===== src/rtl/hfi_pkg.sv =====
package hfi_pkg;

  localparam int BUCKETS  = 1024;
  localparam int CAPACITY = 4096;
  localparam int KEY_W    = 64;
  localparam int BKT_W    = $clog2(BUCKETS);
  localparam int IDX_W    = $clog2(CAPACITY);
  localparam int LINK_W   = IDX_W + 1;
  localparam int QDEPTH   = 4;
  localparam int QPTR_W   = $clog2(QDEPTH);
  localparam int QCNT_W   = QPTR_W + 1;

  typedef logic [KEY_W-1:0]  key_t;
  typedef logic [BKT_W-1:0]  bkt_t;
  typedef logic [IDX_W-1:0]  idx_t;
  typedef logic [LINK_W-1:0] link_t;

  localparam link_t LINK_END = link_t'(CAPACITY);

  typedef struct packed {
    key_t key;
    bkt_t bkt;
  } req_t;

  typedef struct packed {
    key_t  key;
    link_t link;
  } entry_t;

  typedef struct packed {
    logic valid;
    req_t req;
  } qhead_t;

  typedef enum logic [1:0] {
    ST_IDLE,
    ST_HEAD,
    ST_ENTRY
  } walk_state_t;

  function automatic bkt_t bucket_of(key_t k);
    logic [31:0] folded;
    folded = k[31:0] ^ k[KEY_W-1:32];
    return folded[BKT_W-1:0];
  endfunction

endpackage


===== src/rtl/hfi_front.sv =====
module hfi_front import hfi_pkg::*; (
  input  logic clk,
  input  logic rst,
  input  logic push,
  output logic full,
  input  key_t key,
  output logic q_push,
  output req_t q_req,
  input  logic q_full
);

  logic fv;
  req_t freq;

  assign q_push = fv && !q_full;
  assign full   = fv && q_full;
  assign q_req  = freq;

  always_ff @(posedge clk) begin
    if (rst) begin
      fv <= 1'b0;
    end else if (push && !full) begin
      fv <= 1'b1;
    end else if (q_push) begin
      fv <= 1'b0;
    end
  end

  // classify: fold the key and pick its bucket
  always_ff @(posedge clk) begin
    if (push && !full) begin
      freq.key <= key;
      freq.bkt <= bucket_of(key);
    end
  end

endmodule


===== config.mk =====
export PLATFORM = sky130hd
export DESIGN_NAME = hfi_front
export DESIGN_NICKNAME = d
export VERILOG_FILES = /design/src/rtl/hfi_pkg.sv /design/src/rtl/hfi_front.sv
export SDC_FILE = /design/constraint.sdc
export NUM_CORES = 1
export LEC_CHECK = 0
export ABC_AREA = 1
export BUFFER_PORTS_ARGS = -buffer_cell sky130_fd_sc_hd__buf_4
export CORE_ASPECT_RATIO = 2
export CORE_MARGIN = 2
export CORE_UTILIZATION = 25
export CTS_CLUSTER_SIZE = 20
export DETAILED_ROUTE_END_ITERATION = 12
export GPL_TIMING_DRIVEN = 0
export PLACE_DENSITY_LB_ADDON = 0.3
export SYNTH_ARGS = -nofsm -noshare
export SYNTH_HDL_FRONTEND = slang
export SYNTH_SLANG_ARGS = --single-unit

===== constraint.sdc =====
create_clock -name clk -period 6.6 [get_ports clk]
set_clock_uncertainty 0.1 [all_clocks]
set_input_delay 1.98 -clock clk [delete_from_list [all_inputs] [get_ports clk]]
set_output_delay 1.98 -clock clk [all_outputs]
set_load 0.01 [all_outputs]

* Word level (Yosys, flattened, before mapping) *
Cells that the tools add are included.
Widths: inputs -> output; s select.

storage, ports and cells
  register bits after elaboration = 75
  logic and storage cells = 12
  input bits = 68

cells by class
  bitwise gates (word level) = 1
  multiplexer cells = 2
  reduce and logical (&&, ||, !) cells = 6

operators by type and width
  kind               number
  $xor 10x10->10     1
  $logic_and 1x1->1  3
  $logic_not 1->1    2
  $mux 1             2
  $reduce_bool 2->1  1

* Logic depth before layout (Yosys ltp) *
  depth after elaboration = 4
  depth in mapped cells = 3

* Worst setup path before layout *
Ideal clock, no wire load.

  path type = input-to-reg
  start = input port q_full
  end = register freq (netlist bit q_req[0]) (enable)
  cell stages on the path = 3
  path buffers = 0
  data required time = 5.992 ns
  path slack = 0.773 ns
  arrival = 5.219 ns
  setup time = 0.508 ns
  path through = nand2_2 inv_2 nor2_1

between the ends
  word-level cells in the longest chain between the ends = 3

RTL lines
  element             RTL line         RTL
  start: declaration  hfi_front.sv:9   input logic q_full
  $logic_and 1x1->1   hfi_front.sv:16  assign full = fv && q_full;
  net full            hfi_front.sv:5   output logic full,
  $logic_not 1->1     hfi_front.sv:31  if (push && !full) begin
  $logic_and 1x1->1   hfi_front.sv:31
  end: declaration    hfi_front.sv:13  req_t freq;

The timed path passes the listed nets, and every way through them passes these cells.
A chain may end at the register's enable or synchronous reset.

* Final worst setup path *
  start = input port q_full
  end = output port full

between the ends
  word-level cells in the longest chain between the ends = 1

RTL lines
  element            RTL line
  $logic_and 1x1->1  hfi_front.sv:16
  end: declaration   hfi_front.sv:5

Every way passes these cells.

==> key figures <==
Run status
  • Status: finished clean

Clocking
  • Clock insertion delay at the later pin of the skew report: 320 ps
  • Hold-fix buffers at CTS: 0
  • Clock-pin slew on the worst setup and hold paths: 50 ps
  • CTS buffer count: 9
  • Post-cts sizing count: 0
  • CTS tree: done
  • CTS sink cnt: 75
  • # Post-CTS Setup Buffers: 0
  • H-Tree Depth: 3
  • Max clock buf depth: 2
  • Clock Tree Root: clkbuf_16

Place
  • Final Wtd Congestion: 0.7029
  • Pre-CTS WS: 2153 ps
  • Port bufs: 143
  • Placed wire-length estimate: 4158 um

Logic synthesis
  • Synth cell count leaders: edfxtp_1, xor2_1, inv_1, nor2_1
  • Synth unique cells: 8
  • EDFF count, synth: 74
  • Most used DFF post-synth: edfxtp_1
  • Mapped Nets: 160
  • Share of the synthesized area in the top cell type: 0.9402
  • Area leader, netlist: edfxtp_1
  • Syn Std Cell Area: 0.002364 mm2
  • Mapped Avg Cell Area: 25.69 um2
  • Top-count cell post-synth: edfxtp_1
  • Ys async rst share: 0
  • Yosys synthesis warning count: 0
  • Area contributors post-synth: edfxtp_1, xor2_1, dfxtp_1
  • Cells after Synth: 92
  • Yosys reg bits: 75
  • Post-synthesis sequential area ratio: 0.9487

Detailed routing
  • Vias per inst: 3.986
  • Drt total wl: 5442 um
  • Post-route DRC: 0
  • Routed len/inst: 15.24 um
  • Starting DRT DRC Count: 89
  • DRT Pass-1 Iters: 5
  • Via count: 1423
  • Remaining antenna violation count after routing: 0

Timing
  • Tcrit/Tclk final: 0.6739
  • Slew HR: 0.6074
  • Max Fclk: 224.8 MHz
  • Slew Limit Fails: 0
  • Tightest Pin Transition: 587.5 ps
  • Worst hold slack: 376.7 ps
  • Post-route setup slack: 2153 ps
  • RSZ-0062 raised after global routing: false
  • Fin crit period: 4447 ps
  • Setup-failing EPs final: 0
  • Final hold violation count: 0

Finish
  • Fillers: 867
  • Multi-input logic area: 117.6 um2
  • Nets: 316
  • Layout Utilization: 0.4222
  • Layout cells sized above 1: 0.6364
  • Area grow syn2layout: 65.38%
  • Storage element area: 0.002242 mm2
  • Antenna cell count: 0

Power
  • Overall Power: 0.001145 W
  • Peak supply drop: 0.1114 mV
  • Pleak: 1.636 nW
  • PD cells: 293.1 mW/mm2

Floorplan
  • Die H: 141.5 um
  • Die width: 72.76 um
  • Die Area: 0.01030 mm2
  • Ports: 144
  • Initial Utilization: 0.2553
  • Core area: 0.009259 mm2
  • Site Rows: 50

Worst setup path
  • Crit path max fanout: 2
  • Critical Path Source: q_full
  • Worst R2R Path Depth: 4
  • R2r setup slk: 4980 ps
  • FF-to-FF Start: fv
  • Setup CP Type: input port to primary output
  • CP Data Required Time: 4520 ps
  • Crit start category: input port
  • Worst R2R End: q_req[7]
  • Crit path DAT: 2370 ps
  • CP endpoint kind: primary output

GRT
  • Antenna violations before repair: 0
  • First-pass GRT wire length: 7610 um
  • Vias in the first global route: 1478
  • Grt total ovfl: 0
  • Largest net degree at the start of global routing: 38
  • Gr usage total: 0.1044

Worst hold path
  • Worst Hold Path Cells: 2
  • Min-delay src: fv
  • Hold EP: fv
  • HP Class: flop to flop

Run
  • Max-cap viol count: 0
-- routing by layer --
| layer | track usage | vias up | part of all wire |
|---|---|---|---|
| met5 | 0 | - | 0 |
| met4 | 0.08187 | 0 | 0.040 |
| met3 | 0.03267 | 14 | 0.071 |
| met2 | 0.1861 | 71 | 0.58 |
| met1 | 0.09176 | 672 | 0.31 |
| li1 | - | 666 | - |
-- power by group --
part	leakage (nW)	switching (W)	total, W	internal [W]
registers	0.724	0.00000744	0.000567	0.000559
clock network	0.135	0.000175	0.000466	0.000291
logic	0.777	0.0000491	0.000113	0.0000639
total	1.64	0.000231	0.00115	0.000914
-- critical path, stage by stage --
cell,delay (ps)
buf_4,120
nand2_2,80
inv_2,50
buf_4,140
-- metrics by stage --
stage	setup TNS (ps)	cell area [um2]	instances
3_3_place_gp	-35230	3567	339
3_5_place_dp	0	3622	341
2_1_floorplan	0	2364	92
5_1_grt	0	3909	357
6_report	0	3909	357
4_1_cts	0	3909	357
-- cell families after synthesis --
family | synth area share
flops | 0.9486
xor+xnor | 0.03705
simple gates | 0.005826
buf+inv | 0.004764
compound gates | 0.003706
-- how the worst max path moves through the flow --
stage	end	slack, ps	depth (start not counted)
3_3_place_gp	q_req[1]	-480	4
2_1_floorplan	q_req[0]	770	3
4_1_cts	full	2150	4
6_report	full	2150	4
5_1_grt	full	2130	4
3_5_place_dp	full	2150	4
-- cell type report --
class | count | share of cell area
clock inverters | 5 | 0.01376
multi-input cells | 14 | 0.03009
flip-flops and latches | 75 | 0.5736
well taps | 104 | 0.03329
repair buffers | 145 | 0.2868
inverters | 3 | 0.002881
clock buffers | 11 | 0.05954
-- cells in the final DEF (no fill, tap or decap), drive strengths merged --
cell      count
a21oi         1
buf         145
dfxtp         1
edfxtp       74
nand2         1
clkbuf       11
clkinvlp      1
xor2         10
nor2          2
clkinv        3
inv           3
bufinv        1
-- flip-flops by register name, indices dropped and copies added (netlist names) --
signal / count
q_req: 74
fv: 1
Power figures use the tool's default switching activity.
