File: src/rtl/hfi_pkg.sv
package hfi_pkg;

  localparam int BUCKETS  = 1024;
  localparam int CAPACITY = 4096;
  localparam int KEY_W    = 64;
  localparam int BKT_W    = $clog2(BUCKETS);
  localparam int IDX_W    = $clog2(CAPACITY);
  localparam int LINK_W   = IDX_W + 1;
  localparam int QDEPTH   = 4;
  localparam int QPTR_W   = $clog2(QDEPTH);
  localparam int QCNT_W   = QPTR_W + 1;

  typedef logic [KEY_W-1:0]  key_t;
  typedef logic [BKT_W-1:0]  bkt_t;
  typedef logic [IDX_W-1:0]  idx_t;
  typedef logic [LINK_W-1:0] link_t;

  localparam link_t LINK_END = link_t'(CAPACITY);

  typedef struct packed {
    key_t key;
    bkt_t bkt;
  } req_t;

  typedef struct packed {
    key_t  key;
    link_t link;
  } entry_t;

  typedef struct packed {
    logic valid;
    req_t req;
  } qhead_t;

  typedef enum logic [1:0] {
    ST_IDLE,
    ST_HEAD,
    ST_ENTRY
  } walk_state_t;

  function automatic bkt_t bucket_of(key_t k);
    logic [31:0] folded;
    folded = k[31:0] ^ k[KEY_W-1:32];
    return folded[BKT_W-1:0];
  endfunction

endpackage

File: src/rtl/hfi_queue.sv
module hfi_queue import hfi_pkg::*; (
  input  logic   clk,
  input  logic   rst,
  input  logic   q_push,
  input  req_t   q_req,
  output logic   q_full,
  input  logic   q_pop,
  output qhead_t q_head
);

  req_t              slots [QDEPTH];
  logic [QPTR_W-1:0] wr_ptr;
  logic [QPTR_W-1:0] rd_ptr;
  logic [QCNT_W-1:0] count;
  logic              do_push;
  logic              do_pop;

  assign q_full       = count == QCNT_W'(QDEPTH);
  assign q_head.valid = count != '0;
  assign q_head.req   = slots[rd_ptr];
  assign do_push      = q_push && !q_full;
  assign do_pop       = q_pop && q_head.valid;

  always_ff @(posedge clk) begin
    if (rst) begin
      wr_ptr <= '0;
      rd_ptr <= '0;
      count  <= '0;
    end else begin
      if (do_push) begin
        wr_ptr <= wr_ptr + 1'b1;
      end
      if (do_pop) begin
        rd_ptr <= rd_ptr + 1'b1;
      end
      unique case ({do_push, do_pop})
        2'b10:   count <= count + 1'b1;
        2'b01:   count <= count - 1'b1;
        default: count <= count;
      endcase
    end
  end

  always_ff @(posedge clk) begin
    if (do_push) begin
      slots[wr_ptr] <= q_req;
    end
  end

  a_no_overflow: assert property (@(posedge clk) disable iff (rst)
    count <= QCNT_W'(QDEPTH))
    else $error("queue count beyond depth");

  a_push_counts: assert property (@(posedge clk) disable iff (rst)
    (do_push && !do_pop) |=> count == $past(count) + 1'b1)
    else $error("queue count missed a push");

  a_pop_counts: assert property (@(posedge clk) disable iff (rst)
    (do_pop && !do_push) |=> count == $past(count) - 1'b1)
    else $error("queue count missed a pop");

endmodule

File: config.mk
export PLATFORM = sky130hd
export DESIGN_NAME = hfi_queue
export DESIGN_NICKNAME = d
export VERILOG_FILES = /design/src/rtl/hfi_pkg.sv /design/src/rtl/hfi_queue.sv
export SDC_FILE = /design/constraint.sdc
export NUM_CORES = 1
export LEC_CHECK = 0
export BUFFER_PORTS_ARGS = -buffer_cell sky130_fd_sc_hd__buf_2
export CORE_ASPECT_RATIO = 1.25
export CORE_MARGIN = 5
export CORE_UTILIZATION = 45
export CTS_CLUSTER_DIAMETER = 200
export DETAILED_ROUTE_END_ITERATION = 16
export GPL_TIMING_DRIVEN = 0
export PLACE_DENSITY_LB_ADDON = 0.05
export SYNTH_ARGS = -nofsm -noshare
export SYNTH_HDL_FRONTEND = slang
export SYNTH_SLANG_ARGS = --single-unit
File: constraint.sdc
create_clock -name clk -period 3.4 [get_ports clk]
set_input_delay 0.17 -clock clk [delete_from_list [all_inputs] [get_ports clk]]
set_output_delay 0.17 -clock clk [all_outputs]
set_load 0.005 [all_outputs]
Word-level counts from Yosys, hierarchy flattened. Memory sizes are Yosys's and may differ from the RTL's. A register that Yosys moved wholly into a read port is not among the register bits. Index checks and enable logic that the tools add are counted.

RAM bits: 296. Memories: 1. Output and inout port bits: 76. Flip-flop bits (word level): 7. Input port bits: 78.

Memory list: slots (depth 4, width 74, rd ports 1, clocked after memory_dff 1, write ports 1, line hfi_queue.sv:11) `req_t slots [QDEPTH];`.

Add/subtract/negate cells: 4. Mux-type cells: 5. Reductions and logical operators: 5. Equality and inequality tests: 3.

Operators with widths (number): $pmux 3 s2 (1); $add 2x1->2 const B (2); $mux 2 (2); $add 3x1->3 const B (1); $eq 3x3->1 const B (1); $reduce_bool 3->1 (1); $sub 3x1->3 const B (1); $eq 2x1->1 const B (1); $eq 2x2->1 const B (1); $logic_and 1x1->1 (2); $mux 1 (2); $reduce_bool 2->1 (1); $logic_not 1->1 (1).

Longest topological paths before layout.
Depth after elaboration: 5. Gate-level depth with buffers: 9. Depth with buffers taken out: 9.

Least setup slack after synthesis. OpenSTA, ideal clock, no wires.

Kind: reg-to-reg. Start point: register count[2]. End point: memory slots[0][0] (netlist name) (enable). Stages on the path, launching flop included: 4. Slack: 458 ps. Setup time: 440 ps. Clock period less this slack: 2942 ps. Data arrival time: 2502 ps. Data required time: 2960 ps. Path through: dfxtp_1 -> nor3b_2 -> nor2_1 -> and2_1.

Word-level cells in the longest chain between the ends: 5.

RTL lines: start, declared (line hfi_queue.sv:14) `logic [QCNT_W-1:0] count;`; start signal, assigned (line hfi_queue.sv:37) `2'b10: count <= count + 1'b1;`; start signal, assigned (line hfi_queue.sv:38) `2'b01: count <= count - 1'b1;`; start signal, assigned (line hfi_queue.sv:39) `default: count <= count;`; $eq 3x3->1 (line hfi_queue.sv:18) `assign q_full = count == QCNT_W'(QDEPTH);`; net q_full (line hfi_queue.sv:6) `output logic q_full,`; $logic_not 1->1 (line hfi_queue.sv:21) `assign do_push = q_push && !q_full;`; $logic_and 1x1->1 (line hfi_queue.sv:21); $mux 1 (line hfi_queue.sv:45) `if (do_push) begin`; $mux 1 (implied by the code) (line hfi_queue.sv:46) `slots[wr_ptr] <= q_req;`; end, declared (line hfi_queue.sv:11).

The timed path passes the listed nets, and every way through them passes these cells.

Final worst setup path.
Start point: register count[2]. End point: register count[2].

Word-level cells in the longest chain between the ends: 5. Elaborated cells between the ends (all ways): 11. Classes of those cells: add/sub (2); eq/ne (3); mux (1); reduce/logical (5).

RTL lines: $eq 3x3->1 (line hfi_queue.sv:18); $logic_not 1->1 (line hfi_queue.sv:21); $logic_and 1x1->1 (line hfi_queue.sv:21); $eq 2x1->1 or $eq 2x2->1 (tied branches) (line hfi_queue.sv:36) `unique case ({do_push, do_pop})`; $pmux 3 s2 or $reduce_bool 2->1 (tied branches).

Parallel ways exist; a longest one is shown, timed or not. A chain may end at the register's enable or synchronous reset.

==> impl_metrics.json <==
{
  "cts_resized": 0,
  "cp.required_ps": 3860,
  "peakVddDrop_mv": 0.484,
  "synthesis.nets": 522,
  "stdcell_count": 1054,
  "finalHoldWorstSlack_ps": 98.3,
  "setup_tns_ps": 0,
  "grt_pass1_wl_mm": 31.8,
  "clockBufferDepth": 3,
  "dieArea_um2": 28100,
  "fp-row-count": 64,
  "drtAntennaViolNets": 0,
  "final_nets": 786,
  "fin_crit_sh": 0.665,
  "layout_min_cycle_time_ps": 2260,
  "port_buffers": 152,
  "globalplace.congestion": 0.699,
  "track_usage": 0.148,
  "placed_cells": 924,
  "outcome": "finished clean",
  "clkLatencyLatePin_ps": 530,
  "max_freq_mhz": 442,
  "pin_count": 154,
  "fin_worst_skew_ps": 9.77,
  "final_common_cell": "edfxtp_1",
  "vias": 5259,
  "placeableCoreArea_um2": 24500,
  "via_per_inst": 4.99,
  "synth.ff_latch_count": 305,
  "dieWidth_um": 151,
  "grt_start_max_net_pins": 42,
  "finalSetupViolCount": 0,
  "path_class": "reg2reg",
  "die_h_um": 186,
  "fin_area_um2": 14200,
  "tightestPinTransition_ps": 684,
  "cts_tree": "done",
  "synth_area_um2": 11200,
  "first_pass_iters": 4,
  "area_delta_synth_final_pct": 27.2,
  "yosysWarnings": 0,
  "dpl-instance-area_um2": 12400,
  "cts_inserted_buffers": 30,
  "power_uw": 10000,
  "rsz0062_at_grt": "false",
  "layout-drive-gt1-share": 0.399,
  "antennaDiodeCount": 0,
  "synth_cells": 438,
  "drc": 0,
  "critPathArrivalTime_ps": 2720,
  "min_path_type": "in2reg",
  "drt-total-wl_mm": 20.7,
  "yosysSeqAreaShare": 0.813,
  "hold_viol_final": 0,
  "cap_violations": 0,
  "ctsHoldBuffers": 76,
  "initial_core_util": 0.455,
  "clkTransAtPathRegs_ps": 60,
  "end_kind": "register",
  "final-max-slew-violation-count": 0,
  "drt_iter0_markers": 220,
  "p_per_area_nw_per_um2": 705,
  "grt_pass1_vias": 5741,
  "wl_per_cell_um": 19.7,
  "root_buffer": "clkbuf_16",
  "crit_path_start_kind": "register",
  "dp_hpwl_mm": 12.5,
  "netlist-cell-type-count": 23,
  "maxSlewHeadroom": 0.544,
  "most-common-layout-cells": "edfxtp_1 (296), buf_2 (159), dlygate4sd3_1 (76)",
  "cts-htree-levels": 1,
  "path_max_fanout": 6,
  "p_leak_uw": 0.00484,
  "cts_setup_buffers": 0,
  "cts_sinks": 305,
  "avgSynthCellArea_um2": 25.5,
  "antenna_found_initial": 0,
  "globalRoute.totalOverflow": 0
}
## per-stage QoR
step / utilization / setup slack [ps]
global placement: 0.503 / -1120
detailed placement: 0.508 / 1130
floorplan: - / 458
finish: 0.579 / 1140
CTS: 0.579 / 1110
global route: 0.579 / 979
## worst paths after layout
kind              cells past startpoint                      to  slack (ps)                   start
setup / recovery                      9   count[2]$_SDFFE_PP0P_        1140   count[2]$_SDFFE_PP0P_
hold / removal                        4  rd_ptr[0]$_SDFFE_PP0P_         100                   q_pop
setup reg to reg                      9   count[2]$_SDFFE_PP0P_        1140   count[2]$_SDFFE_PP0P_
hold reg to reg                       2                register         530  rd_ptr[1]$_SDFFE_PP0P_
## sequential cells by signal (all words and copies together) (netlist names), named ones only
register  count
count         3
rd_ptr        2
slots       296
wr_ptr        2
## cells in the mapped netlist, drive strengths merged
master / count / area, um2
or3: 3 / 18.8
o311ai: 1 / 8.76
buf: 16 / 125
o31a: 1 / 8.76
and2: 4 / 25.0
edfxtp: 296 / 8890
nand2b: 2 / 12.5
mux2i: 1 / 10.0
o21ai: 2 / 10.0
inv: 7 / 26.3
a21oi: 3 / 15.0
ha: 5 / 62.6
nor3b: 1 / 12.5
clkbuf: 1 / 3.75
xor2: 3 / 26.3
dfxtp: 9 / 180
mux4: 74 / 1670
fa: 1 / 20.0
nor2: 7 / 26.3
xnor2: 1 / 8.76
## critical path, stage by stage, from the launching register on
cell and delay [ps]:
dfxtp_1 400, nor3b_2 300, nor2_1 170, inv_1 90, ha_1 190, inv_1 60
fa_1 370, xor2_1 160, or3_1 300, a21oi_1 150
## layer usage
| metal | vias to the layer above | global-route usage | wire length, um |
|---|---|---|---|
| met3 | 24 | 0.0326 | 1210 |
| met5 | - | 0 | 0 |
| met2 | 133 | 0.263 | 10800 |
| li1 | 2392 | - | - |
| met1 | 2710 | 0.188 | 8450 |
| met4 | 0 | 0.0327 | 262 |
## layout make-up
cell class,count,area [um2]
Clock inverter,8,118
Inverter,7,26.3
Clock buffer,46,862
Sequential cell,305,9070
Tap cell,330,413
Fill cell,1876,10300
Buffer,17,129
Multi-Input combinational cell,109,1940
Timing Repair Buffer,232,1630
## logic make-up (layout without fill, tap and decap cells)
logic type / after synthesis / in the layout / share of synthesized area
compound gates: 7 / 7 / 0.00381
fa+ha+maj: 6 / 6 / 0.00740
mux: 75 / 75 / 0.150
simple gates: 17 / 17 / 0.00852
buf+inv: 24 / 310 / 0.0139
xor+xnor: 4 / 4 / 0.00314
flops: 305 / 305 / 0.813
## power breakdown
part | switching (uW) | total [uW] | internal [uW]
combinational | 1010 | 2190 | 1180
sequential | 84.1 | 4570 | 4490
clock | 1280 | 3240 | 1960
total | 2380 | 10000 | 7630
Power figures use the tool's default switching activity.
